--- config.mk ---
export PLATFORM = sky130hd
export DESIGN_NAME = modular_exponentiation
export DESIGN_NICKNAME = d
export VERILOG_FILES = /design/src/hdl/modexp_pkg.sv /design/src/hdl/modexp_cell.sv /design/src/hdl/modular_exponentiation.sv
export VERILOG_INCLUDE_DIRS = /design/src /design/src/hdl
export SDC_FILE = /design/constraint.sdc
export NUM_CORES = 2
export LEC_CHECK = 0
export ABC_CLOCK_PERIOD_IN_PS = 12550
export BUFFER_PORTS_ARGS = -buffer_cell sky130_fd_sc_hd__buf_4
export CAP_MARGIN = 0
export CORE_UTILIZATION = 45
export CTS_BUF_LIST = sky130_fd_sc_hd__clkbuf_4 sky130_fd_sc_hd__clkbuf_8
export DETAILED_ROUTE_END_ITERATION = 8
export GPL_TIMING_DRIVEN = 0
export PLACE_DENSITY = 0.68
export SYNTH_ARGS = -nofsm -noshare
export SYNTH_HDL_FRONTEND = slang
export SYNTH_SLANG_ARGS = --single-unit
--- constraint.sdc ---
create_clock -name clk_i -period 12.55 [get_ports clk_i]
set_input_delay 1.8825 -clock clk_i [delete_from_list [all_inputs] [get_ports clk_i]]
set_output_delay 1.8825 -clock clk_i [all_outputs]
set_load 0.05 [all_outputs]
--- src/hdl/modular_exponentiation_defines.svh ---
// Assertion macros shared by the block's modules.
`ifndef MODULAR_EXPONENTIATION_DEFINES_SVH
`define MODULAR_EXPONENTIATION_DEFINES_SVH

// Property that must hold at every edge outside reset.
`define ME_ASSERT(label, prop, msg) \
  label: assert property (@(posedge clk_i) disable iff (!rst_ni) (prop)) else $error(msg);

// Implication: antecedent at one edge, consequent at the next.
`define ME_ASSERT_NEXT(label, ante, cons, msg) \
  label: assert property (@(posedge clk_i) disable iff (!rst_ni) (ante) |=> (cons)) \
    else $error(msg);

`endif

--- src/hdl/modexp_pkg.sv ---
// ----------------------------------------------------------------------------
// modexp_pkg
// Shared types and constants of the modular exponentiation block.
// ----------------------------------------------------------------------------
package modexp_pkg;

  localparam int unsigned DATA_W = 64;
  localparam int unsigned CFG_IDX_W = 64;

  localparam logic [CFG_IDX_W-1:0] CFG_MODULUS  = 64'd0;
  localparam logic [CFG_IDX_W-1:0] CFG_EXPONENT = 64'd1;

  // Control broadcast to every multiplier-bit cell.
  typedef struct packed {
    logic load;
    logic shift;
  } modexp_cell_ctl_t;

endpackage

--- src/hdl/modexp_cell.sv ---
// ----------------------------------------------------------------------------
// modexp_cell
// One bit of the multiplier operand; loads in parallel, shifts to its upper
// neighbour each multiply step.
// ----------------------------------------------------------------------------
module modexp_cell
  import modexp_pkg::*;
(
  input  logic             clk_i,
  input  logic             rst_ni,
  input  modexp_cell_ctl_t ctl_i,
  input  logic             load_bit_i,
  input  logic             shift_in_i,
  output logic             bit_o
);

  logic bit_q, bit_d;

  always_comb begin
    bit_d = bit_q;
    if (ctl_i.load) begin
      bit_d = load_bit_i;
    end else if (ctl_i.shift) begin
      bit_d = shift_in_i;
    end
  end

  always_ff @(posedge clk_i or negedge rst_ni) begin
    if (!rst_ni) begin
      bit_q <= 1'b0;
    end else begin
      bit_q <= bit_d;
    end
  end

  assign bit_o = bit_q;

endmodule

--- src/hdl/modular_exponentiation.sv ---
// ----------------------------------------------------------------------------
// modular_exponentiation
// base_value ^ exponent mod modulus by square-and-multiply over a cell chain.
// ----------------------------------------------------------------------------
// Usage:
//  - s_axis carries one base value per request (tdata); m_axis returns one
//    result per request. cfg_* writes modulus (index 0) or exponent (index 1);
//    a zero modulus write is dropped. The user must write them only while the
//    block is idle; the block itself does not enforce this.
//  - Each modular product is shift-and-add: one multiplier bit per cycle,
//    taken from the top of a chain of OPERAND_WIDTH bit cells; the base is
//    first reduced by one product.
//  - Then per exponent bit, msb first: a squaring, plus a multiply by the
//    reduced base where the bit is one; the result then goes to output.
//  - One request at a time: s_axis_tready is high only while idle. A finished
//    result sits in the output register, so a new request is taken while the
//    receiver stalls; a second result then waits until the first is taken.
//  - Reset: modulus 1, exponent 5, no output pending.
// ----------------------------------------------------------------------------
`include "modular_exponentiation_defines.svh"

module modular_exponentiation
  import modexp_pkg::*;
#(
  parameter int unsigned OPERAND_WIDTH = 64
) (
  input  logic                 clk_i,
  input  logic                 rst_ni,
  // config write channel
  input  logic                 cfg_valid_i,
  output logic                 cfg_ready_o,
  input  logic [CFG_IDX_W-1:0] cfg_index_i,
  input  logic [DATA_W-1:0]    cfg_data_i,
  // input stream
  input  logic                 s_axis_tvalid,
  output logic                 s_axis_tready,
  input  logic [DATA_W-1:0]    s_axis_tdata,   // [63:0] base_value
  // output stream
  output logic                 m_axis_tvalid,
  input  logic                 m_axis_tready,
  output logic [DATA_W-1:0]    m_axis_tdata    // [63:0] power_result
);

  localparam int unsigned W  = OPERAND_WIDTH;
  localparam int unsigned CW = $clog2(W);

  // sequencer states
  localparam logic [2:0] ST_IDLE = 3'd0;
  localparam logic [2:0] ST_RED  = 3'd1; // base mod m, as 1 * base
  localparam logic [2:0] ST_SQ   = 3'd2; // r = r * r
  localparam logic [2:0] ST_MU   = 3'd3; // r = r * b
  localparam logic [2:0] ST_FIN  = 3'd4; // result waits for output register

  function automatic logic [W-1:0] add_mod(input logic [W-1:0] x, input logic [W-1:0] y,
                                           input logic [W-1:0] m);
    logic [W-1:0] gap;
    gap = m - y;
    add_mod = (x >= gap) ? (x - gap) : (x + y);
  endfunction

  logic [2:0]    state_q, state_d;
  logic [W-1:0]  mod_q, mod_d;
  logic [W-1:0]  exp_q, exp_d;
  logic [W-1:0]  e_q, e_d;       // exponent snapshot, msb first
  logic [W-1:0]  r_q, r_d;
  logic [W-1:0]  b_q, b_d;       // reduced base
  logic [W-1:0]  a_q, a_d;       // multiplicand
  logic [W-1:0]  acc_q, acc_d;
  logic [CW-1:0] cnt_q, cnt_d;   // multiply step
  logic [CW-1:0] eidx_q, eidx_d; // exponent bit
  logic [W-1:0]  out_q, out_d;
  logic          ov_q, ov_d;

  modexp_cell_ctl_t cell_ctl;
  logic [W-1:0]     cell_load;
  logic [W-1:0]     cell_bit;

  logic [W-1:0] one;
  logic [W-1:0] dbl, step;
  logic         last_step;

  // multiplier-bit chain: cell k shifts into cell k+1, top cell feeds the step
  for (genvar k = 0; k < W; k++) begin : g_cell
    modexp_cell u_cell (
      .clk_i      (clk_i),
      .rst_ni     (rst_ni),
      .ctl_i      (cell_ctl),
      .load_bit_i (cell_load[k]),
      .shift_in_i ((k == 0) ? 1'b0 : cell_bit[(k == 0) ? 0 : k-1]),
      .bit_o      (cell_bit[k])
    );
  end

  assign one = (mod_q == W'(1)) ? '0 : W'(1);

  // one shift-and-add step of the modular product
  assign dbl       = add_mod(acc_q, acc_q, mod_q);
  assign step      = cell_bit[W-1] ? add_mod(dbl, a_q, mod_q) : dbl;
  assign last_step = (cnt_q == CW'(W-1));

  assign cfg_ready_o   = 1'b1;
  assign s_axis_tready = (state_q == ST_IDLE);
  assign m_axis_tvalid = ov_q;
  assign m_axis_tdata  = DATA_W'(out_q);

  always_comb begin
    state_d  = state_q;
    mod_d    = mod_q;
    exp_d    = exp_q;
    e_d      = e_q;
    r_d      = r_q;
    b_d      = b_q;
    a_d      = a_q;
    acc_d    = acc_q;
    cnt_d    = cnt_q;
    eidx_d   = eidx_q;
    out_d    = out_q;
    ov_d     = ov_q;
    cell_ctl = '{load: 1'b0, shift: 1'b0};
    cell_load = '0;

    if (cfg_valid_i && cfg_ready_o) begin
      if (cfg_index_i == CFG_MODULUS) begin
        if (cfg_data_i[W-1:0] != '0) begin
          mod_d = cfg_data_i[W-1:0];
        end
      end else if (cfg_index_i == CFG_EXPONENT) begin
        exp_d = cfg_data_i[W-1:0];
      end
    end

    if (ov_q && m_axis_tready) begin
      ov_d = 1'b0;
    end

    case (state_q)
      ST_IDLE: begin
        if (s_axis_tvalid) begin
          e_d       = exp_q;
          a_d       = one;
          acc_d     = '0;
          cnt_d     = '0;
          eidx_d    = CW'(W-1);
          cell_ctl  = '{load: 1'b1, shift: 1'b0};
          cell_load = s_axis_tdata[W-1:0];
          state_d   = ST_RED;
        end
      end
      ST_RED, ST_SQ, ST_MU: begin
        acc_d    = step;
        cnt_d    = cnt_q + CW'(1);
        cell_ctl = '{load: 1'b0, shift: 1'b1};
        if (last_step) begin
          acc_d = '0;
          cnt_d = '0;
          r_d   = step;
          if (state_q == ST_RED) begin
            b_d       = step;
            r_d       = one;
            a_d       = one;
            cell_ctl  = '{load: 1'b1, shift: 1'b0};
            cell_load = one;
            state_d   = ST_SQ;
          end else if (state_q == ST_SQ && e_q[W-1]) begin
            a_d       = step;
            cell_ctl  = '{load: 1'b1, shift: 1'b0};
            cell_load = b_q;
            state_d   = ST_MU;
          end else if (eidx_q == '0) begin
            state_d = ST_FIN;
          end else begin
            // next exponent bit: square the new r
            eidx_d    = eidx_q - CW'(1);
            e_d       = {e_q[W-2:0], 1'b0};
            a_d       = step;
            cell_ctl  = '{load: 1'b1, shift: 1'b0};
            cell_load = step;
            state_d   = ST_SQ;
          end
        end
      end
      ST_FIN: begin
        if (!ov_q || m_axis_tready) begin
          out_d   = r_q;
          ov_d    = 1'b1;
          state_d = ST_IDLE;
        end
      end
      default: begin
        state_d = ST_IDLE;
      end
    endcase
  end

  always_ff @(posedge clk_i or negedge rst_ni) begin
    if (!rst_ni) begin
      state_q <= ST_IDLE;
      mod_q   <= W'(1);
      exp_q   <= W'(5);
      cnt_q   <= '0;
      eidx_q  <= '0;
      ov_q    <= 1'b0;
    end else begin
      state_q <= state_d;
      mod_q   <= mod_d;
      exp_q   <= exp_d;
      cnt_q   <= cnt_d;
      eidx_q  <= eidx_d;
      ov_q    <= ov_d;
    end
  end

  always_ff @(posedge clk_i) begin
    e_q   <= e_d;
    r_q   <= r_d;
    b_q   <= b_d;
    a_q   <= a_d;
    acc_q <= acc_d;
    out_q <= out_d;
  end

  `ME_ASSERT_NEXT(a_one_request, s_axis_tvalid && s_axis_tready, !s_axis_tready, "request overlap")
  `ME_ASSERT(a_mod_nonzero, mod_q != '0, "modulus is zero")
  `ME_ASSERT(a_acc_reduced, (state_q == ST_IDLE) || (state_q == ST_FIN) || (acc_q < mod_q), "accumulator not reduced")
  `ME_ASSERT(a_r_reduced, (state_q != ST_FIN) || (r_q < mod_q), "result not reduced")

endmodule
* Yosys cells after proc, flatten, opt, wreduce, memory -nomap -nowiden
Cells that the tools add are included.
** Operators by class
- Add/subtract/negate cells :: 8
- Equal/unequal tests :: 14
- $lt $le $gt $ge :: 2
- Bitwise logic cells :: 1
- Reduce and logical (&&, ||, !) cells :: 20
- Multiplexer cells :: 179
** Operators with widths (number)
- 64-bit 2-to-1 mux :: 21
- 64-bit one-hot mux with 2 select lines :: 4
- 64-bit subtractor :: 4
- 1-bit 2-to-1 mux :: 132
- 64-bit adder :: 2
- 64-bit by 1-bit == test with 1-bit output, second input constant :: 2
- 64-bit >= comparator :: 2
- 64-bit logical NOT :: 1
- 64-bit nonzero test :: 1
- 6-bit 2-to-1 mux :: 7
- 6-bit one-hot mux with 2 select lines :: 2
- 3-bit 2-to-1 mux :: 6
- 2-bit inequality test, second input constant :: 6
- 3-bit AND reduction :: 4
- 2-bit 2-to-1 mux :: 5
- 3-bit one-hot mux with 3 select lines :: 1
- 6-bit by 1-bit adder with 6-bit output, second input constant :: 1
- 3-bit by 2-bit == test with 1-bit output, second input constant :: 2
- 6-bit == test, second input constant :: 1
- 6-bit logical NOT :: 1
- 2-bit AND reduction :: 3
- 6-bit AND reduction :: 1
- 6-bit by 1-bit subtractor with 6-bit output, second input constant :: 1
- 4-bit inequality test, second input constant :: 1
- 11 further kinds :: 13
** Storage, ports and cells
- Input bits :: 197
- Logic and storage cells :: 300
- Register bits after elaboration :: 592
- Output and inout bits :: 67

* Logic depth before layout (Yosys ltp)
- Depth after elaboration :: 12
- Depth in mapped cells :: 55
- Gate-level depth less buffers :: 53

* Cells and area by module
From an unflattened synthesis, not the netlist that was laid out.
** Second synthesis, totals
- Cells, all modules :: 4805
- Area total of the unflattened synthesis :: 43656.9 sq um
** Modules (own cells, without submodules)
- modular_exponentiation :: area an instance 40854.2 sq um, instances 1, cells each 4549, seq. area each 15138.3 sq um
- modexp_cell :: area an instance 43.8 sq um, instances 64, cells each 4, seq. area each 25.0 sq um

* Worst setup path after synthesis
OpenSTA, ideal clock, no wires.
- Path type :: register to register
- Start :: register mod_q[0]
- End :: register acc_q[52] (data pin)
- Setup time :: 0.265 ns
- Clock period less this slack :: 9.882 ns
- Path buffers :: 5
- Arrival time :: 9.617 ns
- Required time :: 12.285 ns
- Stages on the path, launching flop included :: 50
- Path slack :: 2.668 ns
- Cell sequence :: dfstp_2 > inv_1 > ha_1 > inv_1 > fa_1 > a21o_1 > a21oi_1 > o21bai_1 > a21o_1 > a2111oi_0 > o31a_1 > o21ai_0 > a221o_1 > a31oi_1 > a21oi_1 > a21oi_1 > o211ai_1 > a31oi_1 > [... 14 more ...] > clkbuf_1 > nand2_1 > o21ai_0 > inv_1 > ha_1 > clkbuf_1 > nand2_1 > o21ai_0 > a221o_1 > a21oi_1 > o211ai_1 > a21boi_2 > o211ai_2 > a41o_1 > a21oi_1 > mux2_2 > o31ai_4 > nor2_1
** Between the ends
- Word-level cells in the longest chain between the ends :: 8
- Elaborated cells on any way between the ends :: 12
- Classes of those cells :: add/sub: 5; order compare: 2; mux: 5
** Ends and longest elaborated chain
- start, declared :: RTL line modular_exponentiation.sv:62 : logic [W-1:0] mod_q, mod_d;
- start signal, assigned :: RTL line modular_exponentiation.sv:205 : mod_q <= mod_d;
- 64-bit subtractor :: RTL line modular_exponentiation.sv:57 : gap = m - y;
- 64-bit subtractor or 64-bit >= comparator (tied branches) :: RTL line modular_exponentiation.sv:58 : add_mod = (x >= gap) ? (x - gap) : (x + y);
- 64-bit 2-to-1 mux :: RTL line modular_exponentiation.sv:58
- 64-bit adder, or another cell as far along :: RTL line modular_exponentiation.sv:58
- 64-bit 2-to-1 mux :: RTL line modular_exponentiation.sv:58
- 64-bit 2-to-1 mux (*) :: RTL line modular_exponentiation.sv:98 : assign step = cell_bit[W-1] ? add_mod(dbl, a_q, mod_q) : dbl;
- 64-bit 2-to-1 mux (*) :: RTL line modular_exponentiation.sv:153 : if (last_step) begin
- 64-bit one-hot mux with 2 select lines (*) :: RTL line modular_exponentiation.sv:136 : case (state_q)
- end signal, assigned :: RTL line modular_exponentiation.sv:218 : acc_q <= acc_d;
- end, declared :: RTL line modular_exponentiation.sv:68 : logic [W-1:0] acc_q, acc_d;
Every way passes the cells marked *; elsewhere a longest branch is shown, timed or not.
A chain may end at the register's enable or synchronous reset.

* Worst setup path in the final report
- Start :: register acc_q[0]
- End :: register a_q[16] (data pin)
** Between the ends
- Word-level cells in the longest chain between the ends :: 11
- Elaborated cells on any way between the ends :: 15
- Classes of those cells :: add/sub: 5; order compare: 2; mux: 8
** Ends and longest elaborated chain
- 64-bit subtractor :: RTL line modular_exponentiation.sv:57
- 64-bit subtractor or 64-bit >= comparator (tied branches) :: RTL line modular_exponentiation.sv:58
- 64-bit 2-to-1 mux (*) :: RTL line modular_exponentiation.sv:58
- 64-bit adder, or another cell as far along :: RTL line modular_exponentiation.sv:58
- 64-bit 2-to-1 mux :: RTL line modular_exponentiation.sv:58
- 64-bit 2-to-1 mux (*) :: RTL line modular_exponentiation.sv:98
- 64-bit 2-to-1 mux :: RTL line modular_exponentiation.sv:169 : end else if (eidx_q == '0) begin
- 64-bit 2-to-1 mux (*) :: RTL line modular_exponentiation.sv:164 : end else if (state_q == ST_SQ && e_q[W-1]) begin
- 64-bit 2-to-1 mux (*) :: RTL line modular_exponentiation.sv:157 : if (state_q == ST_RED) begin
- 64-bit 2-to-1 mux (*) :: RTL line modular_exponentiation.sv:153
- 64-bit one-hot mux with 2 select lines (*) :: RTL line modular_exponentiation.sv:136
- end signal, assigned :: RTL line modular_exponentiation.sv:217 : a_q <= a_d;
- end, declared :: RTL line modular_exponentiation.sv:67 : logic [W-1:0] a_q, a_d;
Every way passes the cells marked *; elsewhere a longest branch is shown, timed or not. The select of a mux whose other input is x is not followed.

==> run metrics <==
failing checks max-capacitance violations, max-slew violations; synth-to-layout area growth 16.0%; 1st-iter DRT viols 4,091; worst hold path class register to register; total CTS buffers 104; Ys Warns 0; Worst Setup Path Type register to register; CTS clk-pin slew, worst paths 0.06 ns; per-cell routed wire length 23.8 um; Worst setup SP type register; Worst path slowest cell edfxtp_1; antenna violations before repair 8; Total Die Area 0.0977 mm^2; critical path data required time 13.06 ns; cell taking the most area after synthesis edfxtp_1; Worst Skew 0.0291 ns; CTS Hold Buffers Added 0; Top FF cell, synth edfxtp_1; die width 313 um; Arr. time, crit path 12.65 ns; Vias/cell 6.01; number of cell rows 113; CTS H-Tree Depth 3; DRC 0; Post-synth EDFFs 384; vias in the first global route 37,900; CTS root buffer clkbuf_8; main area contributors after synthesis edfxtp_1, dfrtp_1, ha_1, a21oi_1, nor2_1; total gr overflow 0; global-route wire length before repair 232 mm; antenna viol nets, final 0; routed wire length 158 mm; Setup crit end kind register; Fmax 0.0824 GHz; final period utilization 96.7%; final setup vio count 0; Final Hold Vio Count 0; Post-Syn Area 0.0434 mm^2; num ports 264; Synth top cells by count nor2_1, nand2_1, a21oi_1, edfxtp_1, ha_1; routability cong. 1.02; Worst Path Max Fanout 10; core area 0.0953 mm^2; FFs w/ async S/R, synth 35.1%; GRT Resource Usage Total 31.5%; Die Y 313 um; core occupancy in the finished layout 52.8%; worst skew pair latency 0.79 ns; IO buf count 262; fin crit period 12.14 ns; Crit path largest cell delay 0.50 ns; count leader, synth nor2_1; Via Count 39,800; Slew headroom -1.52%; TritonCTS clock tree done; hpwl dp 127 mm; CTS Sinks 592; filler cell count 9,046; maximum buffer depth of the clock tree 3; Initial Util 45.5%; Nets 5,780; Least-Margin Pin Slew 1.51 ns; status complete, but fails checks; Max Cap Viol 1; Yosys reg bits 592; post-synth top area share 26.6%; Cells after Synth 4,868; DRT Pass-1 Iters 6; post-synth cell types 109; Net Count, Synth 5,383; syn_area_per_cell 8.91 um^2; Slew Viols, Final 3; largest net degree at the start of global routing 118; most used cell, CP nor2_1; layout cells sized above 1 14.9%; post-synthesis sequential area ratio 38.6%
critical path, delay by kind of cell (launching register included):
kind	cells	cell delay, ns
AO/OA/AOI/OAI	24	5.68
XOR/XNOR	1	0.10
adder cells (fa/ha/maj)	4	1.30
buffers and inverters	11	2.41
flip-flops	1	0.50
AND/OR/NAND/NOR	11	1.81
path summary, 6_finish.rpt:
path                                   startpoint                   endpoint  slack [ns]  depth (start not counted)
min in group asynchronous                  rst_ni       exp_q[7]$_DFFE_PN0P_        1.03                          1
setup / recovery           acc_q[0]$_SDFFCE_PP0P_      a_q[16]$_SDFFCE_PP0P_        0.41                         51
setup reg to reg           acc_q[0]$_SDFFCE_PP0P_      a_q[16]$_SDFFCE_PP0P_        0.41                         51
max in group asynchronous                  rst_ni      mod_q[55]$_DFFE_PN0P_       10.43                          2
hold / removal               r_q[6]$_SDFFCE_PP0P_  m_axis_tdata[6]$_DFFE_PP_        0.41                          0
hold reg to reg              r_q[6]$_SDFFCE_PP0P_  m_axis_tdata[6]$_DFFE_PP_        0.41                          0
kinds of logic (layout without fill, tap and decap cells):
logic type | count (synthesis) | after routing | synth area share (%)
AO/OA/AOI/OAI | 1446 | 1446 | 21.4
XOR/XNOR | 296 | 296 | 5.97
adder cells (fa/ha/maj) | 322 | 322 | 9.33
buffers and inverters | 517 | 1002 | 4.59
flip-flops | 592 | 592 | 38.6
multiplexers | 137 | 137 | 3.53
other | 1 | 3 | 0.00864
AND/OR/NAND/NOR | 1557 | 1557 | 16.6
stage by stage:
stage	area [um^2]	setup WS, ns	hold slack, ns	cells	TNS (ns)
final	50400	0.410	0.410	6620	0
after global routing	50400	-0.0191	0.396	6619	-0.0576
after CTS	50000	-0.00899	0.400	6607	-0.00899
after detailed placement	47200	-2.84	0.405	6407	-688.04
after global placement	46900	-2.91	0.401	6395	-692.63
after floorplan	43400	2.67	0.400	4868	0
layout by cell type (no fill, tap or decap), types with 88 or more instances in the layout:
| cell type | netlist | layout |
|---|---|---|
| clkbuf_8 | 0 | 126 |
| a21o_1 | 171 | 171 |
| o21ai_0 | 304 | 274 |
| nand2_1 | 486 | 483 |
| buf_4 | 2 | 281 |
| a21oi_1 | 459 | 446 |
| inv_1 | 301 | 300 |
| nor2_1 | 511 | 509 |
| dfrtp_1 | 205 | 205 |
| mux2_2 | 129 | 129 |
| xor2_1 | 118 | 118 |
| edfxtp_1 | 384 | 384 |
| ha_1 | 314 | 311 |
| xnor2_1 | 178 | 177 |
| clkbuf_1 | 186 | 169 |
| nand4_1 | 88 | 88 |
final cells by class:
cell class,instances,area [um^2],area share (%)
inverter,304,1140,2.27
antenna,2,5.00,0.00994
multi-input combinational,3759,25200,50.0
timing repair buffer,293,2420,4.81
sequential,592,16700,33.2
tap,1265,1580,3.14
clock buffer,164,2020,4.01
buffer,211,905,1.80
clock inverter,30,344,0.683
timing repair:
item,in CTS,in global routing
endpoints found under the setup margin,320,320
setup buffers,6,13
endpoints found under the hold margin,0,0
pin swaps,5,7
gates resized for setup,100,63
state kept, by name, indices dropped and copies added, names as in the netlist:
signal,flops
a_q,64
e_q,64
g_cell.u_cell.bit_o,64
m_axis_tvalid,1
b_q,64
eidx_q,6
acc_q,64
exp_q,64
m_axis_tdata,64
r_q,64
mod_q,64
cnt_q,6
state_q,3
routing by layer:
| layer | vias to the layer above | track usage, % | routed length [um] |
|---|---|---|---|
| met5 | - | 0 | 31 |
| met4 | 2 | 18.5 | 9940 |
| met3 | 425 | 5.75 | 12900 |
| met2 | 1736 | 50.2 | 71600 |
| met1 | 19100 | 40.1 | 63200 |
| li1 | 18500 | - | - |
Power is left out: the tool's default activity adds up to more than one toggle a clock period on the data nets, which glitch-free logic cannot reach.
